===== src/design/firp16_pkg.sv =====
// Shared widths and constants for the PCM16 FIR.
// No dependencies; every other design file imports this package.
package firp16_pkg;

    localparam int SAMPLE_W     = 16;
    localparam int COEF_W       = 16;
    localparam int FRAC_BITS    = 15;
    localparam int NUM_COEF     = 8;
    localparam int TAPS_DEFAULT = 8;
    localparam int CFG_IDX_W    = $clog2(NUM_COEF);

endpackage


===== src/design/firp16_tap_cell.sv =====
// One tap of the direct-form chain: holds one history sample for its neighbour
// and the registered product of its tap sample and coefficient. Depends on firp16_pkg.
module firp16_tap_cell (
    input  logic                                                  aclk,
    input  logic                                                  aresetn,
    input  logic                                                  load,
    input  logic                                                  clear,
    input  logic signed [firp16_pkg::SAMPLE_W-1:0]                tap_in,
    input  logic signed [firp16_pkg::COEF_W-1:0]                  coef,
    output logic signed [firp16_pkg::SAMPLE_W-1:0]                tap_out,
    output logic signed [firp16_pkg::SAMPLE_W+firp16_pkg::COEF_W-1:0] prod_out
);
    import firp16_pkg::*;

    localparam int PROD_W = SAMPLE_W + COEF_W;

    logic signed [SAMPLE_W-1:0] tap;
    logic signed [PROD_W-1:0]   prod_next;
    logic signed [SAMPLE_W-1:0] tap_reg;
    logic signed [PROD_W-1:0]   prod_reg;

    // restart: this tap sees an empty history
    assign tap       = clear ? '0 : tap_in;
    assign prod_next = tap * coef;

    always_ff @(posedge aclk) begin
        if (!aresetn) begin
            tap_reg  <= '0;
            prod_reg <= '0;
        end else if (load) begin
            tap_reg  <= tap;
            prod_reg <= prod_next;
        end
    end

    assign tap_out  = tap_reg;
    assign prod_out = prod_reg;

endmodule


===== config.mk =====
export PLATFORM = sky130hd
export DESIGN_NAME = firp16_tap_cell
export DESIGN_NICKNAME = d
export VERILOG_FILES = /design/src/design/firp16_pkg.sv /design/src/design/firp16_tap_cell.sv
export SDC_FILE = /design/constraint.sdc
export NUM_CORES = 1
export LEC_CHECK = 0
export BUFFER_PORTS_ARGS = -buffer_cell sky130_fd_sc_hd__buf_4
export CAP_MARGIN = 30
export CORE_MARGIN = 4
export CORE_UTILIZATION = 58
export CTS_BUF_LIST = sky130_fd_sc_hd__clkbuf_4 sky130_fd_sc_hd__clkbuf_8 sky130_fd_sc_hd__clkbuf_16
export DETAILED_ROUTE_END_ITERATION = 8
export GPL_ROUTABILITY_DRIVEN = 0
export PLACE_DENSITY = 0.88
export SLEW_MARGIN = 20
export SYNTH_ARGS = -nofsm -noshare
export SYNTH_HDL_FRONTEND = slang
export SYNTH_SLANG_ARGS = --single-unit

===== constraint.sdc =====
create_clock -name aclk -period 7.1 [get_ports aclk]
set_clock_uncertainty 0.1 [all_clocks]
set_input_delay 1.065 -clock aclk [delete_from_list [all_inputs] [get_ports aclk]]
set_output_delay 1.065 -clock aclk [all_outputs]
set_load 0.03 [all_outputs]

# Yosys cells after proc, flatten, opt, wreduce, memory -nomap -nowiden
# Cells that the tools add are included.
# totals
memories	0
register_bits	48
mem_bits_rw	0
latch_bits	0
in_bits	36
rom_bits	0
# classes
shift	0
n_eq_ne	0
n_mul	1
n_reduce_logical	0
magnitude_cmp	0
div_mod_pow	0
n_mux	1
add_sub_neg	0
bitwise	0
# ops
cell	n
16-bit by 16-bit multiplier with 32-bit output	1
16-bit two-way mux	1

# Logic depth before layout (Yosys ltp)
# logic_depth
depth_word	2
mapped_depth	25
ltp_nobuf	23

# Worst setup path after synthesis
# No wires, ideal clock.
# synth_path
path_type	input port to flip-flop
from	input port clear
to	register prod_reg[30] (netlist: prod_out[30])
cell_stages	22
t_arrival_ns	6.900
setup_time_ns	0.131
n_path_buf	2
slack_ns	-0.031
path_cell_list	clkbuf_1 nor2b_1 clkbuf_1 nand2_1 fa_1 inv_1 fa_1 fa_1 fa_1 fa_1 inv_1 fa_1 inv_1 ha_1 a21o_1 a21o_1 a2111oi_0 a211oi_1 a31oi_1 a21oi_1 o21ai_1 o311ai_1
# synth_via
elab_chain_cells	2
# synth_rtl
item	line_no	source
start: declaration	firp16_tap_cell.sv:7	input logic clear,
16-bit two-way mux	firp16_tap_cell.sv:23	assign tap = clear ? '0 : tap_in;
16-bit by 16-bit multiplier with 32-bit output	firp16_tap_cell.sv:24	assign prod_next = tap * coef;
end signal: assignment	firp16_tap_cell.sv:32	prod_reg <= prod_next;
end: declaration	firp16_tap_cell.sv:20	logic signed [PROD_W-1:0] prod_reg;
# Every way passes these cells.
# A chain may end at the register's enable or synchronous reset.

# Worst setup path after layout
# layout_path
from	input port clear
to	register prod_reg[27] (netlist: prod_out[27])
# The elaborated chain is that of the path after synthesis.

==> summary by stage <==
Timing
The final setup violation count is 0. The portion of the clock cycle consumed by the worst path in the final layout is between 90% and 100%. Headroom to the max-slew limit came out at a little over half. The achievable clock frequency is 143.6 MHz. The time the final worst path needs with I/O delays and setup is approximately 7000 ps.

The tightest hold path in the finished design has a slack of between 300 and 400 ps. Setup slack closes at ~140 ps. The final total negative setup slack is 0 ps. The slew at the pin with the worst max-slew slack is around 720 ps. The number of pins with negative max-slew slack in the final report is 0.

The final-report hold violation count is 0.

Yosys
The mean instance size in the synthesized netlist is just over 9 um^2. The synthesized design contains 48 register bits. The portion of the post-synthesis area used by sequential elements is roughly 8.3%.

The count of synthesis-stage warnings from yosys is 0. The post-synth net total is approximately 1.6k. The post-synthesis cell count is 1264. After synthesis the cells add up to about 12000 um^2. The number of distinct standard cells referenced by the synthesized netlist is slightly above 50.

Clock tree
The TritonCTS clock tree is built. The root buffer cell chosen for the clock tree is sky130_fd_sc_hd__clkbuf_16. For the worst-skew pair, the clock arrives at the later sink with an insertion delay of approximately 290 ps. After clock tree synthesis, the clock-pin slew on the worst setup and hold paths is roughly 70 ps. The tree built by TritonCTS fans out to between 40 and 50 sinks. The CTS H-tree depth is 2. The worst-case clock buffer depth is 2. The number of clock buffers added by TritonCTS is 5.

Power
Cell internal power was estimated by the tool at roughly 2.9 mW. The analysis attributes to net switching a power of about 3.2 mW. Combinational cells account for 89.3% of the total power. The part of the total power dissipated in sequential elements is under 10%. In this run the power density over the cells is ~450 nW/um^2. The total power is a little over 6 mW. The clock network is responsible for under 10% of the overall power. The analysis attributes to cell leakage a power of between 6 and 7 nW. The switching power as a share of total power is a little over half.

The highest ir drop seen on vdd is 524.0 uV.

Worst setup path
The master of the slowest instance on the critical path is sky130_fd_sc_hd__fa_1. The data arrival time of the critical path is a little over 7000 ps. Of all nets on the critical path, the largest fanout is 16. At the worst endpoint, the required time is roughly 7200 ps. The critical path goes through buf_6, nor2b_2, buf_4, buf_4, and2_1, fa_1, fa_1, fa_1, fa_2, fa_1, inv_1, fa_1, inv_1, ha_4, nand4_1, nor4b_2, nand3_1, a311oi_2, buf_4, xnor2_1, mux2i_1, nor2_1. The critical path capture point type is a flop.

In this design, the critical path's most frequently occurring cell is sky130_fd_sc_hd__fa_1. Counting cells, the worst reg-to-reg path comes to 3. For this run, the slowest stage of the critical path takes about 600 ps.

By startpoint and endpoint, the worst setup path is classified as input port to flop. The startpoint kind of the worst setup timing path is an input port.

Die
The floorplan step set the die width to roughly 150 um. The starting utilization of the core area is between 50% and 60%. Pin placement for this block handled 84 I/O pins. The site row count is just over 50. The die footprint is 22270 um^2.

The core region is roughly 20000 um^2. The die is between 100 and 150 um tall.

Detailed routing
The first-pass detailed-route iteration total is 6. The count of nets left with antenna violations after detail routing is 0. The routed via count divided by cell count is roughly 5.5. After detailed routing, the total wire length is between 30000 and 40000 um. The via total after detailed routing is 9145. The DRC violation total after the first TritonRoute iteration is roughly 670. For this run, design rule violations remaining after detail routing come to 0. The final routed wire length divided by cell count is 18.06 um.

Cells and area
The finished cells cover approximately 13000 um^2. The number of standard cells in the final layout excluding fillers is about 1.7k. The number of inserted diodes is 0. The layout net count is 1775.

The total area of sequential cells is 960.9 um^2. After filler insertion, the fill cell instance count of the layout stands at ~1.4k. The layout overhead on the synthesized area is 14.66%. The end-of-flow core utilization is approximately 68%.

The total area of multi-input combinational cells is between 9000 and 10000 um^2. The share of layout cells above drive strength 1 is 14.33%.

Run
The tool flagged a number of max-cap violations equal to 0.

Global route
The via count of the first global-routing pass came to approximately 9.9k. Global routing used between 20% and 30% of the available tracks. For this run the aggregate overflow at the end of global routing stands at 0. The number of antenna violations at the first check in global routing is 0. The global-route wire length before repair is approximately 50000 um. Entering global routing, the biggest net connects between 50 and 60 pins.

Placement
Summing all placed instances gives a cell area of ~13000 um^2. Detailed placement finished with a half-perimeter wire length of 25310 um. Counting tap cells, the placed design contains a total of 1645 instances.

Buffers placed on the I/O ports in this run total 83. At the placement stage, the worst setup path has a slack of -140.9 ps.

Hold path
The cell depth of the worst hold path is 2. The tightest min-delay check is of the flop to flop type.

Outcome
The flow ran to the end, and the final reports show no timing, DRC or antenna violations.
==> sequential cells by signal, summed over array words and instances (netlist names) <==
name / cells
tap_out: 16
prod_out: 32
==> power by group through the flow <==
stage / registers [mW] / clock network (mW) / logic, mW
final: 0.370 / 0.278 / 5.38
after global routing: 0.375 / 0.292 / 5.92
after CTS: 0.368 / 0.282 / 5.10
after detailed placement: 0.372 / 0 / 4.98
after global placement: 0.373 / 0 / 4.81
after floorplan: 0.466 / 0 / 3.27
==> metal layers <==
| layer | share of wire, % | global-route usage [%] |
|---|---|---|
| met1 | 39 | 37.39 |
| met2 | 49 | 47.21 |
| met3 | 9.2 | 6.411 |
| met4 | 2.8 | 6.178 |
| met5 | 0 | 0 |
==> synthesized netlist by cell type (all sizes together) <==
cell / number / area (um^2)
a211o: 1 / 8.760
a211oi: 12 / 90.09
or4: 1 / 11.26
or3: 3 / 18.77
o2111a: 1 / 11.26
and3: 1 / 6.260
o211ai: 2 / 15.01
nor4b: 1 / 8.760
o31ai: 3 / 22.52
and2: 122 / 763.2
and2b: 1 / 7.510
a21o: 8 / 60.06
nor2b: 20 / 127.6
nand2b: 5 / 31.28
a31oi: 3 / 18.77
nor2: 73 / 276.5
a2111oi: 1 / 8.760
nor3b: 1 / 7.510
inv: 288 / 1081
mux2i: 30 / 300.3
nand2: 141 / 529.3
a31o: 1 / 8.760
dfxtp: 48 / 960.9
o21a: 4 / 30.03
fa: 262 / 5245
nor4: 2 / 18.77
ha: 82 / 1026
nand3: 10 / 50.05
clkinv: 1 / 3.750
a221oi: 1 / 26.28
o2111ai: 1 / 8.760
a21oi: 26 / 130.1
clkbuf: 41 / 153.9
o21ai: 19 / 102.6
nand4: 2 / 12.51
o311ai: 1 / 8.760
o21bai: 2 / 15.01
a32oi: 1 / 8.760
nor3: 5 / 25.02
a41o: 1 / 10.01
a311oi: 1 / 15.01
xor2: 10 / 87.58
xnor2: 22 / 192.7
buf: 3 / 22.52
==> layout make-up <==
type	count	area share [%]
clock inverters	3	0.3491
clock buffers	5	0.9434
flip-flops and latches	48	7.245
inverters	289	8.179
multi-input cells	883	71.07
repair buffers	168	9.717
well taps	265	2.500
==> worst max-delay path: cells and delay by family <==
family	cells	cell delay [ps]
AOI/OAI and AO/OA	1	400
muxes	1	120
adders and majority gates	7	3450
buffers and inverters	6	810
and+or+nand+nor	6	1050
xor gates and xnor gates	1	160
==> cells by family (layout without fill, tap and decap cells) <==
kind of cell	Yosys count	after routing	synth area share, %
DFF	48	48	8.307
AOI/OAI and AO/OA	89	89	5.181
xor gates and xnor gates	32	32	2.423
muxes	30	30	2.596
buffers and inverters	333	465	10.90
adders and majority gates	344	344	54.21
and+or+nand+nor	388	388	16.38
==> worst paths after layout <==
kind,startpoint,end,slack [ps]
worst max register to register,prod_out[31],prod_out[31],6120
worst max-delay path,clear,prod_out[27],140
worst min-delay path,prod_out[0],prod_out[0],390
worst min register to register,prod_out[0],prod_out[0],390
==> what timing repair did <==
item	CTS	global route
hold buffers	0	0
buffers inserted	0	8
gates resized for setup	0	22
endpoints found under the setup margin	0	9
==> placed cells by master (no fill, tap or decap), types with 7 or more instances in the layout <==
cell type,instances
sky130_fd_sc_hd__nand2_1,141
sky130_fd_sc_hd__buf_4,162
sky130_fd_sc_hd__nor2b_1,16
sky130_fd_sc_hd__ha_1,80
sky130_fd_sc_hd__a211oi_1,10
sky130_fd_sc_hd__a21oi_1,25
sky130_fd_sc_hd__a21o_1,8
sky130_fd_sc_hd__dfxtp_1,48
sky130_fd_sc_hd__nand3_1,10
sky130_fd_sc_hd__o21ai_1,9
sky130_fd_sc_hd__fa_1,258
sky130_fd_sc_hd__and2_1,122
sky130_fd_sc_hd__mux2i_1,30
sky130_fd_sc_hd__o21ai_0,7
sky130_fd_sc_hd__xnor2_1,22
sky130_fd_sc_hd__inv_1,288
sky130_fd_sc_hd__xor2_1,10
sky130_fd_sc_hd__nor2_1,72
(Power assumes the default switching activity.)
