$ cat src/design/firp16_pkg.sv
// Shared widths and constants for the PCM16 FIR.
// No dependencies; every other design file imports this package.
package firp16_pkg;

    localparam int SAMPLE_W     = 16;
    localparam int COEF_W       = 16;
    localparam int FRAC_BITS    = 15;
    localparam int NUM_COEF     = 8;
    localparam int TAPS_DEFAULT = 8;
    localparam int CFG_IDX_W    = $clog2(NUM_COEF);

endpackage

$ cat src/design/firp16_out_stage.sv
// Output register: truncates the exact sum toward zero by 2^15, saturates to
// 16 bits and holds the result transaction. Depends on firp16_pkg.
module firp16_out_stage #(
    parameter int ACC_W = 35
) (
    input  logic                                   aclk,
    input  logic                                   aresetn,
    input  logic                                   advance,
    input  logic                                   sum_valid,
    input  logic signed [ACC_W-1:0]                sum,
    output logic                                   out_valid,
    output logic signed [firp16_pkg::SAMPLE_W-1:0] out_sample,
    output logic                                   out_clipped
);
    import firp16_pkg::*;

    localparam int QW = ACC_W - FRAC_BITS;
    localparam logic signed [QW-1:0] Q_MAX = QW'((1 << (SAMPLE_W - 1)) - 1);
    localparam logic signed [QW-1:0] Q_MIN = -QW'(1 << (SAMPLE_W - 1));
    localparam logic signed [ACC_W-1:0] BIAS = ACC_W'((1 << FRAC_BITS) - 1);

    logic signed [ACC_W-1:0]    biased;
    logic signed [QW-1:0]       quot;
    logic                       over;
    logic                       under;
    logic signed [SAMPLE_W-1:0] sat;

    logic                       valid_reg;
    logic signed [SAMPLE_W-1:0] sample_reg;
    logic                       clip_reg;

    // negative sums get 2^15-1 added so the arithmetic shift truncates toward zero
    assign biased = sum + (sum[ACC_W-1] ? BIAS : ACC_W'(0));
    assign quot   = QW'(biased >>> FRAC_BITS);
    assign over   = quot > Q_MAX;
    assign under  = quot < Q_MIN;

    always_comb begin
        if (over) begin
            sat = SAMPLE_W'(Q_MAX);
        end else if (under) begin
            sat = SAMPLE_W'(Q_MIN);
        end else begin
            sat = SAMPLE_W'(quot);
        end
    end

    always_ff @(posedge aclk) begin
        if (!aresetn) begin
            valid_reg <= 1'b0;
        end else if (advance) begin
            valid_reg <= sum_valid;
        end
    end

    always_ff @(posedge aclk) begin
        if (advance && sum_valid) begin
            sample_reg <= sat;
            clip_reg   <= over | under;
        end
    end

    assign out_valid   = valid_reg;
    assign out_sample  = sample_reg;
    assign out_clipped = clip_reg;

endmodule

$ cat config.mk
export PLATFORM = sky130hd
export DESIGN_NAME = firp16_out_stage
export DESIGN_NICKNAME = d
export VERILOG_FILES = /design/src/design/firp16_pkg.sv /design/src/design/firp16_out_stage.sv
export SDC_FILE = /design/constraint.sdc
export NUM_CORES = 1
export LEC_CHECK = 0
export BUFFER_PORTS_ARGS = -buffer_cell sky130_fd_sc_hd__buf_2
export CAP_MARGIN = 20
export CORE_ASPECT_RATIO = 0.75
export CORE_MARGIN = 2
export CORE_UTILIZATION = 40
export DETAILED_ROUTE_END_ITERATION = 12
export PLACE_DENSITY_LB_ADDON = 0.08
export SETUP_SLACK_MARGIN = 0.3
export SLEW_MARGIN = 30
export SYNTH_ARGS = -nofsm -noshare
export SYNTH_HDL_FRONTEND = slang
export SYNTH_SLANG_ARGS = --single-unit
$ cat constraint.sdc
create_clock -name aclk -period 5.19 [get_ports aclk]
set_input_delay 0.519 -clock aclk [delete_from_list [all_inputs] [get_ports aclk]]
set_output_delay 0.519 -clock aclk [all_outputs]
set_load 0.01 [all_outputs]
Yosys cells after proc, flatten, opt, wreduce, memory -nomap -nowiden

Index checks and enable logic that the tools add are counted.

$lt $le $gt $ge: 2
Bitwise operators: 1
Mux-type cells: 2
Reductions and logical operators: 1
Add/sub/neg operators: 1

Operators by type and width:

| cell                   | count |
|---|---|
| $add A35 B16 Y35       | 1 |
| $gt A20 B16 Y1 const B | 1 |
| $lt A20 B16 Y1 const B | 1 |
| $mux W16               | 1 |
| $mux W15               | 1 |
| $logic_and A1 B1 Y1    | 1 |
| $or A1 B1 Y1           | 1 |

Input port bits: 39
Word-level logic and storage cells: 10
Output and inout port bits: 18
Flip-flop bits (word level): 18

Longest topological paths before layout

Gate-level depths: netlist of run 1.

Depth in word-level cells: 4
Depth in mapped cells: 10
Mapped depth without buffers: 9

Worst setup path before layout of run 1

OpenSTA, ideal clock, no wires.

Path kind: input -> register
Start: input port sum[9]
End: register sample_reg[2], in the netlist out_sample[2], data pin
Required time: 4,925 ps
Library setup time: 265 ps
Path buffers: 1
Path slack: 2,381 ps
Data arrival time: 2,544 ps
Stages: 10
Cell sequence: ha_1 nand4_1 o32ai_1 o211ai_1 o2111ai_2 nand3_1 xnor2_2 o41ai_4 buf_6 o31ai_2

Longest elaborated chain between the ends: 3
Elaborated cells between the ends (all ways): 4
Classes of those cells: add/sub: 1; order compare: 2; mux: 1

Ends and longest elaborated chain:

| item                   | line                   | source |
|---|---|---|
| start: declaration     | firp16_out_stage.sv:10 | `input logic signed [ACC_W-1:0] sum,` |
| $add A35 B16 Y35 (*)   | firp16_out_stage.sv:33 | `assign biased = sum + (sum[ACC_W-1] ? BIAS : ACC_W'(0));` |
| $lt A20 B16 Y1         | firp16_out_stage.sv:36 | `assign under = quot < Q_MIN;` |
| $mux W16               | firp16_out_stage.sv:41 | `end else if (under) begin` |
| end signal: assignment | firp16_out_stage.sv:58 | `sample_reg <= sat;` |
| end: declaration       | firp16_out_stage.sv:29 | `logic signed [SAMPLE_W-1:0] sample_reg;` |

Every way passes the cells marked *; elsewhere a longest branch is shown, timed or not.
A chain may end at the register's enable or synchronous reset.

Final worst setup path of run 1

Start: input port sum[34]
End: register sample_reg[13], in the netlist out_sample[13], data pin

Longest elaborated chain between the ends: 4
Elaborated cells between the ends (all ways): 5
Classes of those cells: add/sub: 1; order compare: 2; mux: 2

Ends and longest elaborated chain:

| item                 | line |
|---|---|
| $mux W15             | firp16_out_stage.sv:33 |
| $add A35 B16 Y35 (*) | firp16_out_stage.sv:33 |
| $lt A20 B16 Y1       | firp16_out_stage.sv:36 |
| $mux W16             | firp16_out_stage.sv:41 |

Marks and branches as above.

==> results of run 1 <==
==> path summary, 6_finish.rpt <==
kind,slack (ps),end,cells after the start,from
max reg2reg,4490,out_valid,2,out_valid
min,480,out_valid,2,aresetn
max,1800,out_sample[13],10,sum[34]
min reg2reg,610,out_valid,2,out_valid
==> cell type report <==
type | count | area share [%]
clock buffer | 4 | 2.43
inverter | 3 | 0.608
multi-input combinational | 113 | 49.3
sequential | 18 | 28.6
tap | 52 | 3.51
timing repair buffer | 57 | 15.5
==> power by group through the flow <==
stage               Sequential (mW)  Clock, mW  Combinational [mW]
finish                        0.174      0.102               0.102
global route                  0.175      0.109               0.115
CTS                           0.174      0.102               0.103
detailed placement            0.177          0               0.102
global placement              0.177          0              0.0995
floorplan                     0.183          0              0.0564
==> per-layer routing <==
| layer | vias up | GRT usage [%] | routed length [um] |
|---|---|---|---|
| met1 | 567 | 20.2 | 1450 |
| met2 | 40 | 26.3 | 1410 |
| met5 | - | 0 | 0 |
| met3 | 2 | 4.31 | 175 |
| li1 | 648 | - | - |
| met4 | 0 | 2.60 | 21 |
==> flip-flops by register name, indices dropped and copies added, names as in the netlist <==
name	cells
out_sample	16
out_valid	1
out_clipped	1
==> metrics by stage <==
step	cell area, um2	power [mW]	instances
finish	1850	0.378	247
global route	1850	0.399	247
CTS	1840	0.379	246
detailed placement	1800	0.280	242
global placement	1800	0.277	242
floorplan	1470	0.240	136
==> cell usage in the layout (no fill, tap or decap), types with 3 or more instances in the layout <==
cell / n
clkbuf_8: 3
o21ai_2: 8
nor2_1: 4
xnor2_1: 5
nand2_1: 11
xor2_1: 10
and4_1: 4
o21ai_1: 3
a21oi_1: 4
nand4_1: 5
edfxtp_1: 17
o211ai_1: 3
ha_1: 14
nand3_1: 8
o21ai_0: 6
and3_1: 3
buf_2: 56
inv_1: 3
and2_1: 3
==> worst reg2reg max path, cell delays in order, from the launching register on <==
cell and delay [ps]:
dfxtp_1 310, nor2b_1 120, o21a_1 160
==> cells by family after synthesis <==
| logic type | count (synthesis) | share of synthesized area (%) |
|---|---|---|
| XOR/XNOR | 17 | 11.1 |
| buffers and inverters | 5 | 2.04 |
| AND/OR/NAND/NOR | 42 | 15.7 |
| AO/OA/AOI/OAI | 40 | 23.2 |
| adder cells (fa/ha/maj) | 14 | 11.9 |
| flip-flops | 18 | 36.0 |
==> impl_results.md, run 1 <==
* Outcome: complete, no violations
* Sw Share at between 20% and 30%
* Post-route minimum period at between 3000 and 4000 ps
* Critical Setup Path Class: primary input to flop
* Starting Density at 41.0%
* Synth area leader: edfxtp_1
* Worst-Skew Late Latency at 250 ps
* Hold Path Class: primary input to flop
* Hold_buf cts at 0
* Worst setup margin at between 1500 and 2000 ps
* Maximum vdd drop at just under 0.09 mV
* CTS max path bufs at 2
* Final net count at around 250
* DIE AREA at around 0.0042 mm2
* Synth-to-layout area growth at 25.7%
* Io pins at 57
* Slowest CP cell: a41oi_2
* Leakage power at 0.758 nW
* Pwr per Cell Area at 204 mW/mm2
* Syn avg cell area at ~11 um2
* Wire per inst at 12.4 um
* Hold Fails Final Rpt at 0
* Slew @ Worst Pin at 871 ps
* Max-slew headroom at 42.0%
* Max Freq at a little under 300 MHz
* RSZ-0062 raised after global routing: no
* CTS H-tree lvls at 1
* Final Wtd Congestion at roughly 0.86
* Layout fillers at roughly 350
* Final core occ at between 50% and 60%
* Die X at roughly 74 um
* Most frequent cells after synthesis: 17 x edfxtp_1, 14 x ha_1, 11 x nand2_1
* Syn Std Cell Area at about 0.0015 mm2
* CTS tree: done
* Top fanout value on the critical path at 16
* Syn_nets at between 150 and 200
* Post-DP HPWL at ~2500 um
* Share of cells above drive strength 1 at around 41%
* Flop pwr share at between 40% and 50%
* Setup violations, final at 0
* Number of DRC markers in iteration 0 at 39
* Area contributors post-synth: edfxtp_1 35%, ha_1 12%, xor2_1 5.9%, o21ai_2 4.8%, xnor2_1 3.0%
* Row Count at 19
* Initial antenna violation count at 0
* Top-count cell post-synth: edfxtp_1
* Pins Over Slew Limit at 0
* Worst Skew at 0 ps
* Logic pwr share at roughly 27%
* Critical Path End Type: flop
* Required time of the critical path at between 5000 and 6000 ps
* Critical path launch point type: primary input
* Register Area at 531 um2
* Max-Cap Viols at 0
* CTS buffer count at 3
* Critical Path AT at 3350 ps
* Setup TNS at 0 ps
* Yosys top cell area share at about a third
* Core Box Area at roughly 0.0036 mm2
* Vias in the first global route at 1213
* Int Power at around 0.27 mW
* First-pass GRT wire length at roughly 5000 um
* Antenna viol nets, final at 0
* Post-CTS setup buffers at 0
* Clk slew on worst S/H paths at about 60 ps
* Number of port buffers at 56
* CP max stage delay at ~750 ps
* Resized Gates After CTS at 0
* Tot GR Track Use at roughly 16%
* Fin crit share at about 65%
* Multi-input logic area at ~910 um2
* Pre-CTS setup slack at 1420 ps
* Clock Power Share at a little over a quarter
* Distinct cells, synth at 38
* # diodes at 0
* CTS Root Cell: clkbuf_8
* EDFF count, synth at 17
* Syn Inst Count at between 100 and 150
* Drt drc at 0
* Cell chain of the critical path: buf_2 > ha_1 > a211oi_1 > o21bai_1 > o211ai_1 > o21ai_4 > nand4_1 > xor2_1 > a41oi_2 > o21ai_0
* Die height at approximately 57 um
* Yosys Warn Count at 0
* Buf/Inv on CP at 1
* First-pass detailed-route iteration total at 4
* #FFs+latches synth at 18
* Largest delay share family, worst path: compound AO/OA/AOI/OAI gates
* Clock sink count at 18
* Grt ovf at 0
* Routed wire length at around 3100 um
* Ys async rst share at 0%
* NetSw at around 0.11 mW
* Largest net degree at the start of global routing at 19
* Via Count at approximately 1300
* Via density per instance at 5.09
* Register area share after synthesis at 36.0%
* Main synth FF type: edfxtp_1
* Hold Slack at roughly 480 ps
Power figures use the tool's default switching activity.
==> run 2, diff against run 1 <==
==> constraint.sdc (replaced) <==
create_clock -name aclk -period 2.8 [get_ports aclk]
set_input_delay 0.28 -clock aclk [delete_from_list [all_inputs] [get_ports aclk]]
set_output_delay 0.28 -clock aclk [all_outputs]
set_load 0.01 [all_outputs]
==> run 2 against run 1 <==
Effect of this change:
- hold slack got worse by 260 ps
- cell area grew 16%
- power is 99% higher
- clock power is 79% higher
- die area unchanged
- sequential power increased by 86%
- combinational power increased by 140%
- register-to-register slack worse by 2400 ps
- global-route usage is 1.8 points higher
- via count up 6.3%
- critical endpoint is now out_sample[1]
==> impl_results.md, run 2 (synthesis results as in run 1) <==
* Final core occ at 59.9% (+8.3 points)
* Int Power at 0.539 mW (+99%)
* Highest-count cells in the layout ignoring fill and taps: 55 x buf_2, 17 x edfxtp_1, 10 x nand2_1, 10 x xor2_1, 10 x buf_4
* Hold Path Class: primary input to flop
* Critical path launch point type: primary input
* Die X at 74.1 um (unchanged)
* Fin area at 0.00215 mm2 (+16%)
* First-pass GRT wire length at 5620 um (+10%)
* Flop pwr share at 42.9% (-3.2 points)
* Placed Instances at 252 (+4.1%)
* Required time of the critical path at 2810 ps (-2340 ps)
* Core Box Area at 0.00359 mm2 (unchanged)
* DIE AREA at 0.00419 mm2 (unchanged)
* Drt drc at 0 (unchanged)
* Via Count at 1336 (+6.3%)
* RSZ-0062 raised after global routing: yes
* CTS tree: done
* Post-route minimum period at 2590 ps
* Critical Path End Type: flop
* Crit path from: sum[34]
* Starting Density at 41.0% (unchanged)
* Most common cell after layout, fill and taps aside: buf_2
* Logic pwr share at 32.8% (+5.8 points)
* Row Count at 19 (unchanged)
* Finished Layout Cells at 261 (+5.7%)
* CTS buffer count at 3 (unchanged)
* First-pass detailed-route iteration total at 4 (unchanged)
* Hold_buf cts at 0 (unchanged)
* Max reg flops at 16 (unchanged)
* Clock Power Share at 24.3% (-2.6 points)
* Top fanout value on the critical path at 6 (-10)
* Fin crit share at around 93%
* CTS max path bufs at 2 (unchanged)
* Pins Over Slew Limit at 0 (unchanged)
* CTS Root Cell: clkbuf_8
* Share of cells above drive strength 1 at 51.2% (+11 points)
* Wire per inst at 13.4 um (+8.5%)
* # diodes at 0 (unchanged)
* Final Wtd Congestion at 0.950 (+11%)
* Dpl cell area at 0.00199 mm2 (+11%)
* Clk slew on worst S/H paths at 70 ps (about the same)
* Die height at 56.5 um (unchanged)
* Post-DP HPWL at 2820 um (+12%)
* Critical Path AT at 2600 ps (-750 ps)
* Vias in the first global route at 1281 (+5.6%)
* Synth-to-layout area growth at 46.0%
* Critical Setup Path Class: primary input to flop
* Worst R2R Start: out_valid
* Worst-Skew Late Latency at 250 ps (about the same)
* Hold path startpoint: aresetn
* Leakage power at 0.864 nW (+14%)
* Clock sink count at 18 (unchanged)
* Worst Skew at 0 ps (unchanged)
* Pwr Total at 0.752 mW (+99%)
* Via density per instance at 5.12 (+0.58%)
* Io pins at 57 (unchanged)
* Slew @ Worst Pin at 797 ps (-73.6 ps)
* Final net count at 263 (+5.6%)
* Maximum vdd drop at 0.243 mV (+170%)
* Sw Share at 28.3% (about the same)
* Outcome: complete, no violations
* NetSw at 0.213 mW (+99%)
* Grt ovf at 0 (unchanged)
* Number of port buffers at 56 (unchanged)
* Setup violations, final at 0 (unchanged)
* Tot GR Track Use at 17.4% (+1.8 points)
* Hold Slack at 229 ps (-255 ps)
* Largest net degree at the start of global routing at 19 (unchanged)
* Max-Cap Viols at 0 (unchanged)
* Antenna viol nets, final at 0 (unchanged)
* Pwr per Cell Area at 350 mW/mm2 (+71%)
* Routed wire length at 3500 um (+15%)
* Initial antenna violation count at 0 (unchanged)
* Number of DRC markers in iteration 0 at 78 (+100%)
* Max Freq at roughly 390 MHz
* CTS H-tree lvls at 1 (unchanged)
* Max-slew headroom at 46.9% (+4.9 points)
* Hold Fails Final Rpt at 0 (unchanged)
run 2: worst paths after layout:
check | cells past startpoint | end | slack, ps
max | 13 | out_sample[1] | 210
min | 2 | out_valid | 230
max reg2reg | 2 | out_valid | 2110
min reg2reg | 2 | out_valid | 600
run 2: layer usage:
| layer | vias up | GRT usage (%) | routed length (um) |
|---|---|---|---|
| met5 | - | 0 | 0 |
| met1 | 617 | 24.4 | 1660 |
| met3 | 0 | 3.77 | 202 |
| met2 | 43 | 27.6 | 1640 |
| li1 | 676 | - | - |
| met4 | 0 | 3.38 | 0 |
run 2: area by class of cell:
| cell class | count | area, um2 |
|---|---|---|
| clock buffer | 4 | 45.0 |
| timing repair buffer | 71 | 443 |
| sequential | 18 | 531 |
| tap | 52 | 65.1 |
| multi-input combinational | 113 | 1060 |
| fill | 326 | 1440 |
| inverter | 3 | 11.3 |
run 2: through the flow:
stage	worst slack [ps]	TNS [ps]
CTS	285	0
finish	207	0
global route	96.7	0
detailed placement	-3.96	-9.20
global placement	67.1	0
floorplan	302	0
run 2: power groups by stage:
stage	Clock [mW]	Sequential (mW)	Combinational (mW)
6_report	0.183	0.323	0.246
5_1_grt	0.197	0.325	0.271
3_5_place_dp	0	0.329	0.228
2_1_floorplan	0	0.340	0.114
3_3_place_gp	0	0.328	0.218
4_1_cts	0.187	0.323	0.237
run 2: repair_timing:
item	CTS	global route
setup buffers	3	1
cloned	0	1
endpoints found under the hold margin	0	0
pin swaps	0	5
endpoints found under the setup margin	10	16
resized for setup	9	11
run 2: critical path, stage by stage:
cell	delay, ps
buf_8	100
buf_12	130
ha_4	270
nand4_1	180
buf_4	190
a211oi_2	160
nor4_2	90
o21ai_4	200
nand2_4	90
xnor2_4	150
o41ai_4	450
buf_4	220
o21ai_1	70
